--- config.mk ---
export PLATFORM = sky130hd
export DESIGN_NAME = sorted_key_table_top
export DESIGN_NICKNAME = d
export VERILOG_FILES = /design/src/hdl/skt_pkg.sv /design/src/hdl/skt_datapath.sv /design/src/hdl/skt_ctrl.sv /design/src/hdl/sorted_key_table_top.sv
export SDC_FILE = /design/constraint.sdc
export NUM_CORES = 2
export LEC_CHECK = 0
export BUFFER_PORTS_ARGS = -buffer_cell sky130_fd_sc_hd__buf_4
export CAP_MARGIN = 5
export CORE_MARGIN = 4
export CORE_UTILIZATION = 50
export CTS_BUF_LIST = sky130_fd_sc_hd__clkbuf_16
export CTS_CLUSTER_DIAMETER = 80
export DETAILED_ROUTE_END_ITERATION = 10
export PLACE_DENSITY = 0.68
export SKIP_CTS_REPAIR_TIMING = 1
export SYNTH_ARGS = -nofsm -noshare
export SYNTH_HDL_FRONTEND = slang
export SYNTH_SLANG_ARGS = --single-unit
--- constraint.sdc ---
create_clock -name clk -period 5.4 [get_ports clk]
set_input_delay 0.81 -clock clk [delete_from_list [all_inputs] [get_ports clk]]
set_output_delay 0.81 -clock clk [all_outputs]
set_load 0.1 [all_outputs]
--- src/hdl/skt_pkg.sv ---
// shared widths, codes and controller/datapath interface types for the sorted key table
package skt_pkg;

	localparam int KEY_W        = 24;
	localparam int YEAR_W       = 12;
	localparam int CRED_W       = 10;
	localparam int CMD_W        = 3;
	localparam int STAT_W       = 3;
	localparam int ENTRY_W      = KEY_W + YEAR_W + CRED_W;
	localparam int TDATA_W      = ((ENTRY_W + 7) / 8) * 8;
	localparam int DEF_CAPACITY = 64;

	localparam logic [CMD_W-1:0] CMD_INSERT = 3'd0;
	localparam logic [CMD_W-1:0] CMD_UPDATE = 3'd1;
	localparam logic [CMD_W-1:0] CMD_REMOVE = 3'd2;
	localparam logic [CMD_W-1:0] CMD_LOOKUP = 3'd3;
	localparam logic [CMD_W-1:0] CMD_LIST   = 3'd4;

	localparam logic [STAT_W-1:0] ST_OK       = 3'd0;
	localparam logic [STAT_W-1:0] ST_DUP      = 3'd1;
	localparam logic [STAT_W-1:0] ST_NOTFOUND = 3'd2;
	localparam logic [STAT_W-1:0] ST_FULL     = 3'd3;
	localparam logic [STAT_W-1:0] ST_EMPTY    = 3'd4;

	typedef enum logic [3:0] {
		OP_NONE,
		OP_LOAD,
		OP_SCAN,
		OP_SHUP_INIT,
		OP_SHUP,
		OP_SHDN_INIT,
		OP_SHDN,
		OP_WRNEW,
		OP_WRUPD,
		OP_DEC,
		OP_LIST_RD
	} dp_op_t;

	typedef struct packed {
		dp_op_t             op;
		logic               emit;
		logic [STAT_W-1:0]  status;
		logic               use_data;
		logic               last;
	} dp_cmd_t;

	typedef struct packed {
		logic scan_hit;
		logic scan_end;
		logic eq;
		logic full;
		logic empty;
		logic shup_done;
		logic shdn_done;
		logic list_last;
		logic out_free;
	} dp_sts_t;

endpackage

--- src/hdl/skt_datapath.sv ---
// entry memory, scan and shift counters, entry count and output word register
module skt_datapath #(
	parameter int CAPACITY = skt_pkg::DEF_CAPACITY
) (
	input  logic                          clk,
	input  logic                          arst_n,
	input  skt_pkg::dp_cmd_t              cmd,
	output skt_pkg::dp_sts_t              sts,
	input  logic [skt_pkg::TDATA_W-1:0]   in_data,
	output logic                          out_valid,
	input  logic                          out_ready,
	output logic [skt_pkg::TDATA_W-1:0]   out_data,
	output logic [skt_pkg::STAT_W-1:0]    out_user,
	output logic                          out_last
);

	localparam int AW = (CAPACITY > 1) ? $clog2(CAPACITY) : 1;
	localparam int CW = $clog2(CAPACITY + 1);
	localparam int KW = skt_pkg::KEY_W;
	localparam int YW = skt_pkg::YEAR_W;
	localparam int RW = skt_pkg::CRED_W;
	localparam int EW = skt_pkg::ENTRY_W;

	logic [EW-1:0] mem_q [CAPACITY];
	logic [EW-1:0] rdata_q;

	logic [KW-1:0] key_q;
	logic [YW-1:0] year_q;
	logic [RW-1:0] cred_q;
	logic [CW-1:0] count_q;
	logic [CW-1:0] idx_q;
	logic [CW-1:0] pos_q;
	logic [AW-1:0] wa_q;
	logic          rv_q;
	logic          eq_q;

	logic                           out_valid_q;
	logic [skt_pkg::TDATA_W-1:0]    out_data_q;
	logic [skt_pkg::STAT_W-1:0]     out_user_q;
	logic                           out_last_q;

	logic [KW-1:0] rd_key;
	logic [CW-1:0] idx_m1;
	logic          hit;
	logic          rd_en;
	logic [AW-1:0] rd_addr;
	logic          wr_en;
	logic [AW-1:0] wr_addr;
	logic [EW-1:0] wr_data;

	assign rd_key = rdata_q[KW-1:0];
	assign idx_m1 = idx_q - CW'(1);
	assign hit    = rv_q && (rd_key >= key_q);

	always_comb begin
		rd_en   = 1'b0;
		rd_addr = idx_q[AW-1:0];
		wr_en   = 1'b0;
		wr_addr = wa_q;
		wr_data = rdata_q;
		unique case (cmd.op) inside
			skt_pkg::OP_SCAN: begin
				rd_en = !hit && (idx_q != count_q);
			end
			skt_pkg::OP_SHUP: begin
				rd_en   = (idx_q != pos_q);
				rd_addr = idx_m1[AW-1:0];
				wr_en   = rv_q;
			end
			skt_pkg::OP_SHDN: begin
				rd_en = (idx_q < count_q);
				wr_en = rv_q;
			end
			skt_pkg::OP_WRNEW, skt_pkg::OP_WRUPD: begin
				wr_en   = 1'b1;
				wr_addr = pos_q[AW-1:0];
				wr_data = {cred_q, year_q, key_q};
			end
			skt_pkg::OP_LIST_RD: begin
				rd_en = 1'b1;
			end
			default: begin
			end
		endcase
	end

	always_ff @(posedge clk) begin
		if (wr_en) begin
			mem_q[wr_addr] <= wr_data;
		end
		if (rd_en) begin
			rdata_q <= mem_q[rd_addr];
		end
	end

	always_ff @(posedge clk or negedge arst_n) begin
		if (!arst_n) begin
			count_q     <= '0;
			rv_q        <= 1'b0;
			out_valid_q <= 1'b0;
		end else begin
			unique case (cmd.op) inside
				skt_pkg::OP_LOAD, skt_pkg::OP_SHUP_INIT, skt_pkg::OP_SHDN_INIT: begin
					rv_q <= 1'b0;
				end
				skt_pkg::OP_SCAN, skt_pkg::OP_SHUP, skt_pkg::OP_SHDN: begin
					rv_q <= rd_en;
				end
				skt_pkg::OP_WRNEW: begin
					count_q <= count_q + CW'(1);
				end
				skt_pkg::OP_DEC: begin
					count_q <= count_q - CW'(1);
				end
				default: begin
				end
			endcase
			if (cmd.emit) begin
				out_valid_q <= 1'b1;
			end else if (out_ready) begin
				out_valid_q <= 1'b0;
			end
		end
	end

	always_ff @(posedge clk) begin
		unique case (cmd.op) inside
			skt_pkg::OP_LOAD: begin
				key_q  <= in_data[KW-1:0];
				year_q <= in_data[KW+YW-1:KW];
				cred_q <= in_data[EW-1:KW+YW];
				idx_q  <= '0;
			end
			skt_pkg::OP_SCAN: begin
				if (hit) begin
					pos_q <= idx_m1;
					eq_q  <= (rd_key == key_q);
				end else if (idx_q == count_q) begin
					pos_q <= count_q;
					eq_q  <= 1'b0;
				end else begin
					idx_q <= idx_q + CW'(1);
				end
			end
			skt_pkg::OP_SHUP_INIT: begin
				idx_q <= count_q;
			end
			skt_pkg::OP_SHUP: begin
				if (idx_q != pos_q) begin
					idx_q <= idx_m1;
					wa_q  <= idx_q[AW-1:0];
				end
			end
			skt_pkg::OP_SHDN_INIT: begin
				idx_q <= pos_q + CW'(1);
			end
			skt_pkg::OP_SHDN: begin
				if (idx_q < count_q) begin
					idx_q <= idx_q + CW'(1);
					wa_q  <= idx_m1[AW-1:0];
				end
			end
			skt_pkg::OP_LIST_RD: begin
				idx_q <= idx_q + CW'(1);
			end
			default: begin
			end
		endcase
		if (cmd.emit) begin
			out_user_q <= cmd.status;
			out_data_q <= cmd.use_data ? skt_pkg::TDATA_W'(rdata_q) : '0;
			out_last_q <= cmd.last;
		end
	end

	always_comb begin
		sts.scan_hit  = hit;
		sts.scan_end  = !hit && (idx_q == count_q);
		sts.eq        = eq_q;
		sts.full      = (count_q == CW'(CAPACITY));
		sts.empty     = (count_q == '0);
		sts.shup_done = (idx_q == pos_q) && !rv_q;
		sts.shdn_done = (idx_q >= count_q) && !rv_q;
		sts.list_last = (idx_q == count_q);
		sts.out_free  = !out_valid_q || out_ready;
	end

	assign out_valid = out_valid_q;
	assign out_data  = out_data_q;
	assign out_user  = out_user_q;
	assign out_last  = out_last_q;

endmodule

--- src/hdl/skt_ctrl.sv ---
// command sequencer for the sorted key table
module skt_ctrl (
	input  logic                        clk,
	input  logic                        arst_n,
	input  logic                        in_valid,
	output logic                        in_ready,
	input  logic [skt_pkg::CMD_W-1:0]   in_cmd,
	output skt_pkg::dp_cmd_t            cmd,
	input  skt_pkg::dp_sts_t            sts
);

	typedef enum logic [2:0] {
		S_IDLE,
		S_SCAN,
		S_DECIDE,
		S_SHUP,
		S_SHDN,
		S_RESP,
		S_LRD,
		S_LEM
	} state_t;

	state_t                        state_q, state_n;
	logic [skt_pkg::CMD_W-1:0]     cmd_q, cmd_n;
	logic [skt_pkg::STAT_W-1:0]    res_status_q, res_status_n;
	logic                          res_data_q, res_data_n;

	assign in_ready = (state_q == S_IDLE);

	always_comb begin
		state_n      = state_q;
		cmd_n        = cmd_q;
		res_status_n = res_status_q;
		res_data_n   = res_data_q;
		cmd.op       = skt_pkg::OP_NONE;
		cmd.emit     = 1'b0;
		cmd.status   = skt_pkg::ST_OK;
		cmd.use_data = 1'b0;
		cmd.last     = 1'b0;
		unique case (state_q)
			S_IDLE: begin
				if (in_valid) begin
					cmd.op = skt_pkg::OP_LOAD;
					cmd_n  = in_cmd;
					case (in_cmd) inside
						skt_pkg::CMD_LIST: begin
							if (sts.empty) begin
								res_status_n = skt_pkg::ST_EMPTY;
								res_data_n   = 1'b0;
								state_n      = S_RESP;
							end else begin
								state_n = S_LRD;
							end
						end
						skt_pkg::CMD_INSERT, skt_pkg::CMD_UPDATE,
						skt_pkg::CMD_REMOVE, skt_pkg::CMD_LOOKUP: begin
							state_n = S_SCAN;
						end
						default: begin
						end
					endcase
				end
			end
			S_SCAN: begin
				cmd.op = skt_pkg::OP_SCAN;
				if (sts.scan_hit || sts.scan_end) begin
					state_n = S_DECIDE;
				end
			end
			S_DECIDE: begin
				res_status_n = skt_pkg::ST_NOTFOUND;
				res_data_n   = 1'b0;
				state_n      = S_RESP;
				case (cmd_q) inside
					skt_pkg::CMD_INSERT: begin
						if (sts.eq) begin
							res_status_n = skt_pkg::ST_DUP;
						end else if (sts.full) begin
							res_status_n = skt_pkg::ST_FULL;
						end else begin
							cmd.op  = skt_pkg::OP_SHUP_INIT;
							state_n = S_SHUP;
						end
					end
					skt_pkg::CMD_UPDATE: begin
						if (sts.eq) begin
							cmd.op       = skt_pkg::OP_WRUPD;
							res_status_n = skt_pkg::ST_OK;
						end
					end
					skt_pkg::CMD_REMOVE: begin
						if (sts.eq) begin
							cmd.op  = skt_pkg::OP_SHDN_INIT;
							state_n = S_SHDN;
						end
					end
					skt_pkg::CMD_LOOKUP: begin
						if (sts.eq) begin
							res_status_n = skt_pkg::ST_OK;
							res_data_n   = 1'b1;
						end
					end
					default: begin
						state_n = S_IDLE;
					end
				endcase
			end
			S_SHUP: begin
				if (sts.shup_done) begin
					cmd.op       = skt_pkg::OP_WRNEW;
					res_status_n = skt_pkg::ST_OK;
					res_data_n   = 1'b0;
					state_n      = S_RESP;
				end else begin
					cmd.op = skt_pkg::OP_SHUP;
				end
			end
			S_SHDN: begin
				if (sts.shdn_done) begin
					cmd.op       = skt_pkg::OP_DEC;
					res_status_n = skt_pkg::ST_OK;
					res_data_n   = 1'b0;
					state_n      = S_RESP;
				end else begin
					cmd.op = skt_pkg::OP_SHDN;
				end
			end
			S_RESP: begin
				if (sts.out_free) begin
					cmd.emit     = 1'b1;
					cmd.status   = res_status_q;
					cmd.use_data = res_data_q;
					cmd.last     = 1'b1;
					state_n      = S_IDLE;
				end
			end
			S_LRD: begin
				cmd.op  = skt_pkg::OP_LIST_RD;
				state_n = S_LEM;
			end
			S_LEM: begin
				if (sts.out_free) begin
					cmd.emit     = 1'b1;
					cmd.status   = skt_pkg::ST_OK;
					cmd.use_data = 1'b1;
					cmd.last     = sts.list_last;
					state_n      = sts.list_last ? S_IDLE : S_LRD;
				end
			end
			default: begin
				state_n = S_IDLE;
			end
		endcase
	end

	always_ff @(posedge clk or negedge arst_n) begin
		if (!arst_n) begin
			state_q      <= S_IDLE;
			cmd_q        <= skt_pkg::CMD_INSERT;
			res_status_q <= skt_pkg::ST_OK;
			res_data_q   <= 1'b0;
		end else begin
			state_q      <= state_n;
			cmd_q        <= cmd_n;
			res_status_q <= res_status_n;
			res_data_q   <= res_data_n;
		end
	end

endmodule

--- src/hdl/sorted_key_table_top.sv ---
// top level of the sorted key table: sequencer plus entry datapath
// The table keeps up to CAPACITY entries in ascending key order in a single-port-read,
// single-port-write memory, and takes one command word at a time: s_tready is high only
// while no command is in progress. Insert, update, remove and lookup first scan the table
// from the lowest key, one entry per cycle through the registered memory read. Insert then
// shifts the later entries up and remove shifts them down, one entry per cycle. The scan
// stops at the slot of the key and the shift only moves the entries above it, so together
// they make one pass over the table. List reads each entry and then emits it, waiting
// while the output word is not taken. Each result word waits in an output register; the
// sequencer only stalls on it when the next result is ready. No clearing pass is needed
// after reset: only entries below the entry count are ever read.
module sorted_key_table_top #(
	parameter int CAPACITY = skt_pkg::DEF_CAPACITY
) (
	input  logic                          clk,
	input  logic                          arst_n,
	input  logic                          s_tvalid,
	output logic                          s_tready,
	input  logic [skt_pkg::TDATA_W-1:0]   s_tdata,  // key, year, credits
	input  logic [skt_pkg::CMD_W-1:0]     s_tuser,  // cmd
	output logic                          m_tvalid,
	input  logic                          m_tready,
	output logic [skt_pkg::TDATA_W-1:0]   m_tdata,  // found_key, found_year, found_credits
	output logic [skt_pkg::STAT_W-1:0]    m_tuser,  // status
	output logic                          m_tlast
);

	skt_pkg::dp_cmd_t dp_cmd;
	skt_pkg::dp_sts_t dp_sts;

	skt_ctrl u_ctrl (
		.clk      (clk),
		.arst_n   (arst_n),
		.in_valid (s_tvalid),
		.in_ready (s_tready),
		.in_cmd   (s_tuser),
		.cmd      (dp_cmd),
		.sts      (dp_sts)
	);

	skt_datapath #(
		.CAPACITY (CAPACITY)
	) u_datapath (
		.clk       (clk),
		.arst_n    (arst_n),
		.cmd       (dp_cmd),
		.sts       (dp_sts),
		.in_data   (s_tdata),
		.out_valid (m_tvalid),
		.out_ready (m_tready),
		.out_data  (m_tdata),
		.out_user  (m_tuser),
		.out_last  (m_tlast)
	);

endmodule

==> impl_metrics.tcl <==
set metrics [dict create \
    outcome "completed" \
    numPortBuffers 104 \
    synth_xor_area_frac 0.00274 \
    max_cap_violations 0 \
    clock_skew_ps 74.9 \
    vias 70152 \
    placed_area_sq_mm 0.130 \
    grt_use_met3 0.0526 \
    synthTopCellsByArea "edfxtp_1 (77%), mux4_2 (5.9%), nand2_1 (3.9%), mux2i_1 (2.0%), nand3_1 (1.3%)" \
    startpoint_type "flop" \
    critical-path-slowest-cell "a2111oi_0" \
    vias_per_cell 6.41 \
    maxSlewViolCount 0 \
    setup_tns_ps 0 \
    synth_compound_gate_area_share 0.0531 \
    clock_sink_count 3126 \
    core_area_sq_mm 0.241 \
    netlist_instances 7156 \
    required_ps 6080 \
    overflow 0 \
    grt_max_degree 126 \
    synth-main-ff-cell "edfxtp_1" \
    drive_above_1_share 0.174 \
    yosysMostFrequentCell "edfxtp_1" \
    place_hpwl_um 184000 \
    syn_area_sq_mm 0.121 \
    yosys_warnings 0 \
    grt_pass1_vias 67478 \
    fin_cells 10937 \
    gp_congestion 0.857 \
    synth.avg_cell_area_sq_um 17.0 \
    slowest_delay_ps 1000 \
    cts_tree "built" \
    setup_violations 0 \
    fin_crit_sh 0.920 \
    cts-root-buf "clkbuf_16" \
    synthAdderAreaFrac 0.00418 \
    worst_pin_slew_ps 1350 \
    wire_per_inst_um 30.7 \
    design_area_sq_mm 0.140 \
    synth_top_cells_by_count "edfxtp_1 (3107), nand2_1 (1271), mux4_2 (318)" \
    final_net_count 7629 \
    die_w_um 501 \
    criticalPathCategory "reg -> reg" \
    fmaxAchievable_mhz 201 \
    drt_iter0_drc 10136 \
    clk_path_buf_depth 4 \
    synth_cell_types 75 \
    grt_use_met2 0.406 \
    ios 109 \
    whs_ps 35.6 \
    drc_errors 0 \
    dp.cells 10386 \
    ys_seq_area_frac 0.772 \
    crit_chain "xnor2_1 > nand4_1 > o21ai_4 > inv_2 > buf_4 > mux2i_4 > buf_12 > buf_12 > buf_12 > mux4_2 > a2111oi_0 > a22o_1 > a41oi_1" \
    dieArea_sq_mm 0.251 \
    slew_headroom 0.0991 \
    antenna_found_initial 1 \
    yosys.area_share.simple 0.0675 \
    crit_path_end_kind "flop" \
    clk_latency_ps 960 \
    power_density_mw_per_mm2 612 \
    synth_top_area_cell "edfxtp_1" \
    synth.mux.area_fraction 0.0837 \
    rows 180 \
    p_leak_uw 0.0454 \
    async_reset_ff_frac 0.00608 \
    firstDrtPassIters 5 \
    grt_pass1_wl_um 479000 \
    cts_htree_levels 5 \
    synth-seq-cells 3126 \
    crit_top_cell "buf_12" \
    path_max_fanout 53 \
    use_met1 0.373 \
    ant_nets 0 \
    grt.total_usage 0.264 \
    finalWirelength_um 336000 \
    synth_top_area_frac 0.768 \
    max-vdd-ir-drop_v 0.000596 \
    cts_buffers 318 \
    worstHoldPathType "in -> reg" \
    synth_edf_count 3107 \
    area_growth_pct 14.8 \
    rsz0062_at_grt "no" \
    busiest_layer "met2" \
    clk_pin_slew_ps 60 \
    fp.dieH_um 501 \
    timing_hold_violations_final 0 \
    initial_core_util 0.504 \
    synth_top_family_by_area "multiplexers" \
    worstPathArrival_ps 5650 \
    period_needed_ps 4970 \
]
[cell type report]
cell class / instances / area (sq um)
Inverter: 47 / 176
Timing Repair Buffer: 477 / 5540
Clock buffer: 325 / 8130
Tap cell: 3185 / 3990
Antenna cell: 3 / 7.51
Sequential cell: 3126 / 93800
Multi-Input combinational cell: 3564 / 26400
Fill cell: 17646 / 102000
Clock inverter: 210 / 1470
[through the flow]
step	power [uW]	setup slack, ps	utilization
6_report	85400	430	0.578
5_1_grt	88300	213	0.578
4_1_cts	85300	349	0.578
3_5_place_dp	64800	345	0.538
3_3_place_gp	64200	319	0.538
2_1_floorplan	51600	-277	-
[flip-flops by register name (all words and copies together) (netlist names), 3 cells and up]
register	flops
u_ctrl.state_q	3
u_datapath.count_q	7
u_datapath.pos_q	7
u_datapath.wa_q	6
u_datapath.cred_q	10
u_datapath.year_q	12
u_ctrl.res_status_q	3
u_ctrl.cmd_q	3
u_datapath.rdata_q	46
u_datapath.key_q	24
u_datapath.mem_q	2944
u_datapath.idx_q	7
u_datapath.out_data	46
u_datapath.out_user	3
[worst max-delay path, delay by kind of cell (launching register included)]
kind | cells | cell delay [ps]
mux | 2 | 610
simple gates | 1 | 300
buf+inv | 5 | 980
compound gates | 4 | 1800
xor+xnor | 1 | 290
flops | 1 | 640
[final timing paths]
kind / startpoint / to / slack (ps) / cells after the start
min in group asynchronous: arst_n / u_datapath.rv_q$_DFFE_PN0P_ / 310 / 2
max in group asynchronous: arst_n / u_datapath.count_q[2]$_DFFE_PN0P_ / 4840 / 2
worst max-delay path: u_datapath.idx_q[2]$_DFFE_PP_ / u_datapath.rdata_q[32]$_DFFE_PP_ / 430 / 13
worst max register to register: u_datapath.idx_q[2]$_DFFE_PP_ / u_datapath.rdata_q[32]$_DFFE_PP_ / 430 / 13
worst min register to register: u_ctrl.res_status_q[1]$_DFFE_PN0P_ / u_ctrl.res_status_q[1]$_DFFE_PN0P_ / 490 / 1
worst min-delay path: s_tdata[30] / u_datapath.year_q[6]$_DFFE_PP_ / 40 / 1
[cells by family (layout without fill, tap and decap cells)]
logic type | count (synthesis) | in the layout
buffers and inverters | 467 | 1059
AOI/OAI and AO/OA | 948 | 948
and+or+nand+nor | 1927 | 1927
muxes | 609 | 609
other | 1 | 5
xor gates and xnor gates | 38 | 38
DFF | 3126 | 3126
adders and majority gates | 40 | 40
[cells in the final DEF (no fill, tap or decap), types with 13 or more instances in the layout]
master / Yosys / routed
edfxtp_1: 3107 / 3107
nand2_1: 1271 / 1265
clkbuf_16: 0 / 325
mux4_2: 318 / 318
buf_4: 35 / 310
nand3_1: 309 / 309
a21oi_1: 307 / 305
mux2i_1: 239 / 239
buf_12: 0 / 154
inv_1: 46 / 113
nand4_1: 113 / 113
a31oi_1: 96 / 96
o22ai_1: 91 / 91
a22o_1: 89 / 89
a2111oi_0: 89 / 89
nor2_4: 0 / 77
clkinv_1: 0 / 66
and2_1: 52 / 52
mux2_2: 50 / 50
o211ai_1: 47 / 47
a41oi_1: 46 / 46
a32oi_1: 46 / 46
a22oi_1: 45 / 44
nor2_1: 119 / 43
ha_1: 39 / 38
clkinv_2: 0 / 38
o21ai_0: 32 / 31
bufinv_16: 0 / 21
xnor2_1: 24 / 20
dfrtp_1: 19 / 19
xor2_1: 14 / 13
dlygate4sd3_1: 0 / 13
[report_power, final]
group,total [uW],internal (uW),switching (uW),leakage (uW)
sequential,32000,31400,636,0.0282
clock,20600,11800,8780,0.00496
combinational,32700,10400,22300,0.0123
total,85400,53700,31700,0.0454
[layer usage]
metal  wire, um  vias up
met5          0        -
met4      15100        0
met3      37600      701
met2     155000     4550
met1     128000    35970
li1           -    28931
No activity file was read; power rests on OpenSTA's default activity.
